File: src/rtl/hbw_pkg.sv
// Shared constants, codes and transaction types of the heartbeat watchdog.
package hbw_pkg;

  localparam int NUM_SLOTS    = 8;
  localparam int SLOT_W       = (NUM_SLOTS > 1) ? $clog2(NUM_SLOTS) : 1;
  localparam int SLOT_FIELD_W = 3;
  localparam int TICK_W       = 32;
  localparam int TIMEOUT_W    = 31;
  localparam int CFG_IDX_W    = 1;
  localparam int CFG_DATA_W   = 32;

  localparam logic [TIMEOUT_W-1:0] TIMEOUT_RESET = 31'd300;

  typedef enum logic [1:0] {
    OP_REG   = 2'd0,
    OP_KICK  = 2'd1,
    OP_UNREG = 2'd2,
    OP_CHECK = 2'd3
  } op_t;

  typedef enum logic [2:0] {
    EV_REGISTERED = 3'd0,
    EV_FULL       = 3'd1,
    EV_ACK        = 3'd2,
    EV_RESTART    = 3'd3,
    EV_DONE       = 3'd4
  } ev_t;

  typedef enum logic [CFG_IDX_W-1:0] {
    CFG_ENABLE  = 1'b0,
    CFG_TIMEOUT = 1'b1
  } cfg_reg_t;

  typedef enum logic [1:0] {
    B_IDLE = 2'd0,
    B_SCAN = 2'd1,
    B_DONE = 2'd2
  } back_state_t;

  // Classified command handed from the front queue to the engine
  typedef struct packed {
    op_t                     op;
    logic [SLOT_FIELD_W-1:0] slot;
    logic                    slot_ok;
    logic [TICK_W-1:0]       now;
  } cmd_t;

  // One result transaction
  typedef struct packed {
    ev_t                     ev;
    logic [SLOT_FIELD_W-1:0] slot;
    logic [TICK_W-1:0]       total;
    logic                    last;
  } res_t;

endpackage

File: src/rtl/hbw_front.sv
// Front end: accepts input transactions, classifies them and queues them.
module hbw_front import hbw_pkg::*; (
  input  logic                    clk,
  input  logic                    rst,
  input  logic                    push,
  output logic                    full,
  input  logic [1:0]              kind,
  input  logic [SLOT_FIELD_W-1:0] slot,
  input  logic [TICK_W-1:0]       now_tick,
  output logic                    cmd_valid,
  output cmd_t                    cmd,
  input  logic                    cmd_pop
);

  cmd_t       q [2];
  logic       wr_ptr;
  logic       rd_ptr;
  logic [1:0] count;
  logic       wr_en;
  cmd_t       cmd_in;

  // Classify the incoming transaction
  always_comb begin
    cmd_in.op      = op_t'(kind);
    cmd_in.slot    = slot;
    cmd_in.slot_ok = (int'(slot) < NUM_SLOTS);
    cmd_in.now     = now_tick;
  end

  assign full      = (count == 2'd2);
  assign wr_en     = push && !full;
  assign cmd_valid = (count != 2'd0);
  assign cmd       = q[rd_ptr];

  // Store classified commands
  always_ff @(posedge clk) begin
    if (wr_en) begin
      q[wr_ptr] <= cmd_in;
    end
  end

  // Advance pointers and occupancy
  always_ff @(posedge clk) begin
    if (rst) begin
      wr_ptr <= 1'b0;
      rd_ptr <= 1'b0;
      count  <= 2'd0;
    end else begin
      if (wr_en) begin
        wr_ptr <= ~wr_ptr;
      end
      if (cmd_pop) begin
        rd_ptr <= ~rd_ptr;
      end
      count <= count + {1'b0, wr_en} - {1'b0, cmd_pop};
    end
  end

endmodule

File: src/rtl/hbw_engine.sv
// Back end: slot table, timeout scan, restart counter and result queue.
module hbw_engine import hbw_pkg::*; (
  input  logic                  clk,
  input  logic                  rst,
  input  logic                  cfg_valid,
  input  logic [CFG_IDX_W-1:0]  cfg_index,
  input  logic [CFG_DATA_W-1:0] cfg_data,
  input  logic                  cmd_valid,
  input  cmd_t                  cmd,
  output logic                  cmd_pop,
  input  logic                  res_pop,
  output logic                  res_empty,
  output res_t                  res
);

  // Configuration registers
  logic                 enable;
  logic [TIMEOUT_W-1:0] timeout_ticks;

  // Slot table
  logic [NUM_SLOTS-1:0] slot_in_use;
  logic [TICK_W-1:0]    last_heartbeat [NUM_SLOTS];
  logic [TICK_W-1:0]    restart_counter;

  // Sequencer
  back_state_t          state;
  back_state_t          state_next;
  logic [SLOT_W-1:0]    idx;

  // Result queue
  res_t                 rq [2];
  logic                 rq_wr_ptr;
  logic                 rq_rd_ptr;
  logic [1:0]           rq_count;
  logic                 space;
  logic                 res_rd;

  // Strobes from the output block
  logic                 res_wr;
  res_t                 res_in;
  logic                 hb_wr;
  logic [SLOT_W-1:0]    hb_idx;
  logic                 use_set;
  logic                 use_clr;
  logic                 cnt_inc;
  logic                 idx_step;

  // Lookups
  logic                 free_any;
  logic [SLOT_W-1:0]    free_idx;
  logic [SLOT_W-1:0]    cmd_idx;
  logic [TICK_W-1:0]    idle_ticks;
  logic                 hit;
  logic                 scan_end;

  assign space     = (rq_count != 2'd2);
  assign res_rd    = res_pop && !res_empty;
  assign res_empty = (rq_count == 2'd0);
  assign res       = rq[rq_rd_ptr];
  assign cmd_idx   = SLOT_W'(cmd.slot);
  assign scan_end  = (idx == SLOT_W'(NUM_SLOTS - 1));

  // Find the lowest free slot
  always_comb begin
    free_any = 1'b0;
    free_idx = '0;
    for (int i = NUM_SLOTS - 1; i >= 0; i--) begin
      if (!slot_in_use[i]) begin
        free_any = 1'b1;
        free_idx = SLOT_W'(i);
      end
    end
  end

  // Wrap-safe idle time of the slot under scan
  assign idle_ticks = cmd.now - last_heartbeat[idx];
  assign hit        = slot_in_use[idx] && (idle_ticks > {1'b0, timeout_ticks});

  // Next state
  always_comb begin
    state_next = state;
    case (state)
      B_IDLE: begin
        if (cmd_valid && cmd.op == OP_CHECK && enable) begin
          state_next = B_SCAN;
        end
      end
      B_SCAN: begin
        if (idx_step && scan_end) begin
          state_next = B_DONE;
        end
      end
      B_DONE: begin
        if (space) begin
          state_next = B_IDLE;
        end
      end
      default: state_next = B_IDLE;
    endcase
  end

  // Outputs of the sequencer
  always_comb begin
    cmd_pop      = 1'b0;
    res_wr       = 1'b0;
    res_in.ev    = EV_ACK;
    res_in.slot  = '0;
    res_in.total = restart_counter;
    res_in.last  = 1'b1;
    hb_wr        = 1'b0;
    hb_idx       = cmd_idx;
    use_set      = 1'b0;
    use_clr      = 1'b0;
    cnt_inc      = 1'b0;
    idx_step     = 1'b0;
    case (state)
      B_IDLE: begin
        if (cmd_valid) begin
          case (cmd.op)
            OP_REG: begin
              res_wr  = space;
              cmd_pop = space;
              if (free_any) begin
                res_in.ev   = EV_REGISTERED;
                res_in.slot = SLOT_FIELD_W'(free_idx);
                hb_idx      = free_idx;
                hb_wr       = space;
                use_set     = space;
              end else begin
                res_in.ev = EV_FULL;
              end
            end
            OP_KICK: begin
              res_wr      = space;
              cmd_pop     = space;
              res_in.slot = cmd.slot;
              hb_wr       = space && cmd.slot_ok;
            end
            OP_UNREG: begin
              res_wr      = space;
              cmd_pop     = space;
              res_in.slot = cmd.slot;
              use_clr     = space && cmd.slot_ok;
            end
            OP_CHECK: begin
              if (!enable) begin
                res_wr    = space;
                cmd_pop   = space;
                res_in.ev = EV_DONE;
              end
            end
            default: begin
              cmd_pop = 1'b0;
            end
          endcase
        end
      end
      B_SCAN: begin
        hb_idx = idx;
        if (hit) begin
          res_wr       = space;
          res_in.ev    = EV_RESTART;
          res_in.slot  = SLOT_FIELD_W'(idx);
          res_in.total = restart_counter + 32'd1;
          res_in.last  = 1'b0;
          hb_wr        = space;
          cnt_inc      = space;
          idx_step     = space;
        end else begin
          idx_step = 1'b1;
        end
      end
      B_DONE: begin
        res_wr    = space;
        cmd_pop   = space;
        res_in.ev = EV_DONE;
      end
      default: begin
        cmd_pop = 1'b0;
      end
    endcase
  end

  // Hold configuration registers
  always_ff @(posedge clk) begin
    if (rst) begin
      enable        <= 1'b0;
      timeout_ticks <= TIMEOUT_RESET;
    end else if (cfg_valid) begin
      case (cfg_reg_t'(cfg_index))
        CFG_ENABLE:  enable        <= cfg_data[0];
        CFG_TIMEOUT: timeout_ticks <= cfg_data[TIMEOUT_W-1:0];
        default:     enable        <= enable;
      endcase
    end
  end

  // Advance sequencer, slot flags and restart counter
  always_ff @(posedge clk) begin
    if (rst) begin
      state           <= B_IDLE;
      idx             <= '0;
      slot_in_use     <= '0;
      restart_counter <= '0;
    end else begin
      state <= state_next;
      if (state == B_IDLE) begin
        idx <= '0;
      end else if (idx_step && !scan_end) begin
        idx <= idx + SLOT_W'(1);
      end
      if (use_set) begin
        slot_in_use[hb_idx] <= 1'b1;
      end
      if (use_clr) begin
        slot_in_use[cmd_idx] <= 1'b0;
      end
      if (cnt_inc) begin
        restart_counter <= restart_counter + 32'd1;
      end
    end
  end

  // Stamp heartbeats
  always_ff @(posedge clk) begin
    if (hb_wr) begin
      last_heartbeat[hb_idx] <= cmd.now;
    end
  end

  // Store results
  always_ff @(posedge clk) begin
    if (res_wr) begin
      rq[rq_wr_ptr] <= res_in;
    end
  end

  // Advance result queue pointers
  always_ff @(posedge clk) begin
    if (rst) begin
      rq_wr_ptr <= 1'b0;
      rq_rd_ptr <= 1'b0;
      rq_count  <= 2'd0;
    end else begin
      if (res_wr) begin
        rq_wr_ptr <= ~rq_wr_ptr;
      end
      if (res_rd) begin
        rq_rd_ptr <= ~rq_rd_ptr;
      end
      rq_count <= rq_count + {1'b0, res_wr} - {1'b0, res_rd};
    end
  end

`ifndef ASSERT_OFF
  a_rq_no_overflow: assert property (@(posedge clk) disable iff (rst)
    res_wr |-> rq_count != 2'd2)
    else $error("result queue written while full");

  a_cmd_pop_valid: assert property (@(posedge clk) disable iff (rst)
    cmd_pop |-> cmd_valid)
    else $error("command popped from empty queue");

  a_restart_counts: assert property (@(posedge clk) disable iff (rst)
    (res_wr && res_in.ev == EV_RESTART) |=> restart_counter == $past(restart_counter) + 32'd1)
    else $error("restart not counted");

  a_done_ends_run: assert property (@(posedge clk) disable iff (rst)
    (res_wr && state == B_SCAN) |-> !res_in.last)
    else $error("restart marked as final result");

  a_reset_idle: assert property (@(posedge clk)
    $past(rst) |-> state == B_IDLE && rq_count == 2'd0)
    else $error("engine not idle after reset");
`endif

endmodule

File: src/rtl/multi_slot_heartbeat_watchdog.sv
// Top level of the multi-slot heartbeat watchdog.
// Register, kick and unregister are served directly in the engine idle state; an enabled check
// scans each slot in turn and then writes done; a disabled check writes done directly.
// Commands are queued in the front queue, results in the result queue before they show.
// The engine takes one transaction a cycle except checks, while the result queue has space.
// Synchronous active-high reset clears queues, slot flags, counter; restores register defaults.
module multi_slot_heartbeat_watchdog import hbw_pkg::*; (
  input  logic                    clk,
  input  logic                    rst,
  input  logic                    push,
  output logic                    full,
  input  logic [1:0]              kind,
  input  logic [SLOT_FIELD_W-1:0] slot,
  input  logic [TICK_W-1:0]       now_tick,
  output logic                    empty,
  input  logic                    pop,
  output logic [2:0]              event_res,
  output logic [SLOT_FIELD_W-1:0] slot_out,
  output logic [TICK_W-1:0]       restart_total,
  output logic                    last,
  input  logic                    cfg_valid,
  output logic                    cfg_ready,
  input  logic [CFG_IDX_W-1:0]    cfg_index,
  input  logic [CFG_DATA_W-1:0]   cfg_data
);

  logic cmd_valid;
  cmd_t cmd;
  logic cmd_pop;
  res_t res;

  assign cfg_ready = 1'b1;

  hbw_front u_front (
    .clk       (clk),
    .rst       (rst),
    .push      (push),
    .full      (full),
    .kind      (kind),
    .slot      (slot),
    .now_tick  (now_tick),
    .cmd_valid (cmd_valid),
    .cmd       (cmd),
    .cmd_pop   (cmd_pop)
  );

  hbw_engine u_engine (
    .clk       (clk),
    .rst       (rst),
    .cfg_valid (cfg_valid),
    .cfg_index (cfg_index),
    .cfg_data  (cfg_data),
    .cmd_valid (cmd_valid),
    .cmd       (cmd),
    .cmd_pop   (cmd_pop),
    .res_pop   (pop),
    .res_empty (empty),
    .res       (res)
  );

  // Drive result ports from the head of the result queue
  assign event_res     = res.ev;
  assign slot_out      = res.slot;
  assign restart_total = res.total;
  assign last          = res.last;

endmodule
File: config.mk
export PLATFORM = sky130hd
export DESIGN_NAME = multi_slot_heartbeat_watchdog
export DESIGN_NICKNAME = d
export VERILOG_FILES = /design/src/rtl/hbw_pkg.sv /design/src/rtl/hbw_front.sv /design/src/rtl/hbw_engine.sv /design/src/rtl/multi_slot_heartbeat_watchdog.sv
export SDC_FILE = /design/constraint.sdc
export NUM_CORES = 1
export LEC_CHECK = 0
export BUFFER_PORTS_ARGS = -buffer_cell sky130_fd_sc_hd__buf_2
export CAP_MARGIN = 40
export CORE_UTILIZATION = 25
export CTS_CLUSTER_DIAMETER = 40
export DETAILED_ROUTE_END_ITERATION = 12
export GPL_TIMING_DRIVEN = 0
export PLACE_DENSITY_LB_ADDON = 0.15
export SYNTH_ARGS = -nofsm -noshare
export SYNTH_HDL_FRONTEND = slang
export SYNTH_SLANG_ARGS = --single-unit
File: constraint.sdc
create_clock -name clk -period 23.7 [get_ports clk]
set_input_delay 1.185 -clock clk [delete_from_list [all_inputs] [get_ports clk]]
set_output_delay 1.185 -clock clk [all_outputs]
set_load 0.01 [all_outputs]
### Word-level counts from Yosys, hierarchy flattened

Memory sizes are Yosys's and may differ from the RTL's. A register that Yosys moved wholly into a read port is not among the register bits.
Cells that the tools add are included.

| storage, ports and cells | value |
|---|---|
| flip-flop bits (word level) | 85 |
| bits in latches | 0 |
| RAM bits | 408 |
| memory bits (read-only) | 0 |
| input bits | 75 |
| output and inout bits | 42 |
| word-level logic and storage cells | 144 |
| memories kept | 3 |

| operators by class | value |
|---|---|
| add/subtract/negate cells | 7 |
| $mul | 0 |
| divide/modulo/power cells | 0 |
| magnitude comparators | 6 |
| eq/ne operators | 11 |
| shift operators | 0 |
| mux-type cells | 74 |
| bitwise logic cells | 8 |
| reduce and logical (&&, ||, !) cells | 23 |

Memories:

| memory | depth | width | read ports | clocked after memory_dff | wr ports | line | source |
|---|---|---|---|---|---|---|---|
| u_engine.last_heartbeat | 8 | 32 | 1 | 1 | 1 | hbw_engine.sv:22 | `logic [TICK_W-1:0] last_heartbeat [NUM_SLOTS];` |
| u_engine.rq | 2 | 39 | 1 | 1 | 1 | hbw_engine.sv:31 | `res_t rq [2];` |
| u_front.q | 2 | 37 | 1 | 1 | 1 | hbw_front.sv:15 | `cmd_t q [2];` |

Operator list:

| cell | number |
|---|---|
| two-way mux 3 bit | 15 |
| two-way mux 37 bit | 1 |
| two-way mux 1 bit | 36 |
| two-way mux 33 bit | 1 |
| adder 32 x 1 -> 32 bit (second input constant) | 1 |
| greater-than comparator 32 x 31 -> 1 bit | 1 |
| subtractor 32 bit | 1 |
| two-way mux 8 bit | 3 |
| one-hot mux 3 bit (2 select lines) | 4 |
| less-than comparator 3 x 4 -> 1 bit (second input constant) | 3 |
| logical AND 1 bit | 9 |
| one-hot mux 3 bit (3 select lines) | 1 |
| bitwise AND 8 bit | 1 |
| equality test 2 bit (second input constant) | 4 |
| inverter 8 bit | 1 |
| OR 8 bit | 1 |
| one-hot mux 1 bit (2 select lines) | 4 |
| demux 1 bit (select 3 bit) | 2 |
| greater-or-equal comparator 3 x 1 -> 1 bit (second input constant) | 2 |
| logical NOT 2 bit | 3 |
| two-way mux 2 bit | 3 |
| two-way mux 6 bit | 1 |
| != test 2 x 1 -> 1 bit (second input constant) | 3 |
| one-hot mux 2 bit (3 select lines) | 1 |
| 16 further kinds | 27 |

### Depth between registers and ports, before layout

| depth | value |
|---|---|
| depth in word-level cells | 21 |
| gate-level depth with buffers | 30 |
| gate-level depth less buffers | 28 |

### By module

A second synthesis with hierarchy kept.

| unflattened totals | value |
|---|---|
| cells, all modules | 1552 |
| area, all modules | 22088.7 um2 |

By module, submodules not included:

| module | times used | cells an instance | area each (um2) | seq. area each (um2) |
|---|---|---|---|---|
| hbw_engine | 1 | 1408 | 19159.6 | 11731.3 |
| hbw_front | 1 | 142 | 2917.8 | 2322.2 |
| multi_slot_heartbeat_watchdog | 1 | 2 | 11.3 | 0.0 |

### Worst setup path after synthesis

No wires, ideal clock.

| timing path | value |
|---|---|
| kind | register -> register |
| start point | register (tool-made name) |
| end point | memory u_engine.last_heartbeat[1][0] (enable) |
| setup time | 501 ps |
| arrival | 8042 ps |
| slack | 15157 ps |
| stages on the path, launching flop included | 25 |
| path buffers | 2 |
| clock period less this slack | 8543 ps |
| cells stage by stage | dfxtp_1 buf_2 buf_1 mux4_2 mux2i_1 ha_1 a211oi_1 o21ai_0 a21o_1 a21oi_1 o21bai_1 a2bb2oi_1 o21bai_1 a21oi_1 xnor2_1 ha_1 nand4_1 nor4_1 nand3_1 a21oi_1 a211o_1 nand3_1 nand3_2 a21oi_1 nor4_1 |

RTL lines:

| item | line |
|---|---|
| end, declared | hbw_engine.sv:22 |

==> impl_results.md <==
* Status: completed
* GRT Total Usage at 0.137
* Resized cells post-CTS at 0
* Core Region at just under 90000 sq um
* Pins over their slew limit at 0
* Critical path endpoint category: register
* Crit path max fanout at 10
* Mapped Area at 22300 sq um
* Synth area leader: edfxtp_1
* Vias post-DR at 14100
* # IOs at 117
* Commonest cells post-synth: edfxtp_1 (408), nand2_1 (132), a21oi_1 (96)
* Period utilization at 0.360
* RSZ-0062 raised after global routing: no
* Post-Syn Nets at ~1700
* Worst Hold Class: reg2reg
* Worst skew pair latency at ~640 ps
* Synth top area share at 0.551
* Vias in the first global route at 14800
* Top-count cell post-synth: edfxtp_1
* Post-CTS Setup Inserts at 0
* Initial DRC count at 748
* TritonCTS clock tree: done
* Synth Area in Compound Gates at 0.0698
* Grt total ovfl at 0
* Post-DP HPWL at about 46000 microns
* Die extent in y at 300 microns
* Port Buffers at about 110
* Die area at between 90000 and 100000 sq um
* Total leakage power at roughly 0.0098 uW
* CP startpoint kind: register
* CP arrival at 8920 ps
* Drt wl/cell at ~20 microns
* Post-Synth XOR/XNOR Area at 0.0252
* #FFs+latches synth at between 400 and 500
* Die Wd at around 300 microns
* Final Core Density at 0.320
* Pre-antenna DRT Iters at 5
* Cell area after layout at roughly 28000 sq um
* Top post-synthesis cells by area: edfxtp_1 (55%), dfxtp_1 (8.1%), mux4_2 (6.7%), ha_1 (4.1%), mux2_2 (4.0%)
* Seq/Total Area, Yosys at 0.631
* Via density at around 4.5
* # fillers at between 8000 and 9000
* Drt total wl at roughly 60000 microns
* # nets final at about 2000
* Max-cap viol count at 0
* Count of unique library cells instantiated by Yosys at between 60 and 70
* Critical Path RT at ~24000 ps
* Placed instance area at 25100 sq um
* Final min period at 8540 ps
* H-Tree Depth at 3
* Pin count of the biggest net entering global routing at 23
* EDFF count, synth at ~410
* P&R area growth vs syn at 26.7%
* Worst VDD drop at approximately 0.000056 V
* Worst-path clk slew at 60 ps
* Least-Margin Pin Slew at ~890 ps
* Tot Pwr at between 3000 and 4000 uW
* CP Class: reg2reg
* Rows at approximately 110
* First-pass GRT wire length at 92000 microns
* Fmax at 117 MHz
* Max_slew headroom at 0.407
* CP most frequent cell: buf_4
* Slowest CP cell: a21oi_1
* Clk buf depth at 3
* Clk root buf: clkbuf_16
* Post-Synth Simple-Gate Area at 0.0833
* Asr flop ratio synth at 0
* Multiplexer share of the synthesized area at 0.126
* Initial core utilization at 0.252
* Cts hold-fix bufs at 0
* PwrDens at between 100 and 150 nW/um^2
* Antenna violations before repair at 4
* CTS buffer count at a little over 90
* Ratio of cells with drive above 1 in the final layout at 0.270
* Syn avg cell area at between 10 and 15 sq um
* Endpoints failing hold at 0
* Routability congestion estimate at 0.823
* Fin Clk Skew at 46.6 ps
* Clock net sink count at ~500
* Largest family of logic cells by synthesized area: multiplexers
* Fin Setup TNS at 0 ps
* Synth Area in Adders at 0.0419
* Gate Count Post-Synth at between 1500 and 2000
* Top_reg_cell synth: edfxtp_1
* Drc violations at 0
* Yosys warnings at 0
* CP peak stage delay at between 700 and 800 ps
* DRT antenna net count at 0
* Final Setup Violations at 0
==> final timing paths <==
kind                         startpoint                             end  slack [ps]  depth (start not counted)
max reg2reg                    register  u_engine.last_heartbeat[7][12]       15160                         29
min          u_engine.timeout_ticks[30]      u_engine.timeout_ticks[30]         450                          2
max                            register  u_engine.last_heartbeat[7][12]       15160                         29
min reg2reg  u_engine.timeout_ticks[30]      u_engine.timeout_ticks[30]         450                          2
==> cell type report <==
| class | count | area, sq um | share of cell area |
|---|---|---|---|
| multi-input cells | 958 | 7780 | 0.276 |
| plain buffers | 65 | 279 | 0.00989 |
| inverters | 57 | 214 | 0.00759 |
| clock inverters | 60 | 651 | 0.0231 |
| repair buffers | 193 | 1310 | 0.0464 |
| well taps | 1165 | 1460 | 0.0517 |
| flip-flops and latches | 498 | 14100 | 0.498 |
| clock buffers | 110 | 2450 | 0.0869 |
| diodes | 3 | 7.51 | 0.000266 |
==> sequential cells by signal, summed over array words and instances, names as in the netlist, named ones only <==
signal                    flops
u_front.count                 2
u_engine.timeout_ticks       31
u_engine.restart_counter     32
u_engine.rq_count             2
u_engine.rq_rd_ptr            1
u_front.wr_ptr                1
u_engine.last_heartbeat     256
u_engine.state                2
u_front.q                    74
u_front.rd_ptr                1
u_engine.idx                  3
u_engine.rq_wr_ptr            1
u_engine.slot_in_use          8
u_engine.enable               1
u_engine.rq                  78
==> metal layers <==
layer,GRT usage,part of all wire,vias to the layer above
met5,0,0.00021,-
met1,0.186,0.46,7048
met2,0.223,0.47,313
li1,-,-,6658
met3,0.0241,0.046,107
met4,0.0420,0.022,2
==> worst max-delay path: cells and delay by family, from the launching register on <==
| family | cells | cell delay [ps] |
|---|---|---|
| AOI/OAI and AO/OA | 9 | 2550 |
| buffers and inverters | 7 | 1710 |
| and+or+nand+nor | 8 | 1980 |
| xor gates and xnor gates | 1 | 90 |
| muxes | 1 | 450 |
| adders and majority gates | 3 | 1000 |
| DFF | 1 | 450 |
==> metrics by stage <==
step,worst slack (ps),hold slack [ps],std cells
floorplan,15160,436,1578
global placement,7810,447,2856
detailed placement,15130,447,2934
CTS,15070,455,3104
global route,14700,470,3106
finish,15160,454,3109
==> report_power, final <==
part           switching (uW)  internal [uW]  total [uW]
Clock                     472            817        1290
Combinational             444            282         726
Sequential               27.6           1110        1130
Total                     944           2210        3150
==> cells by family after synthesis <==
| group | after synthesis |
|---|---|
| fa+ha+maj | 74 |
| buf+inv | 122 |
| compound gates | 247 |
| flops | 498 |
| other cells | 1 |
| xor+xnor | 64 |
| mux | 188 |
| simple gates | 384 |
==> layout by cell type, fill, tap and decap left out, drive strengths merged, types with 66 or more instances in the layout <==
cell,netlist,routed
ha,73,73
a21oi,96,96
nor2,94,94
nand2,132,132
inv,57,76
mux2,79,79
edfxtp,408,408
mux4,66,66
dfxtp,90,90
buf,19,212
clkbuf,46,156
No activity file was read; power rests on OpenSTA's default activity.
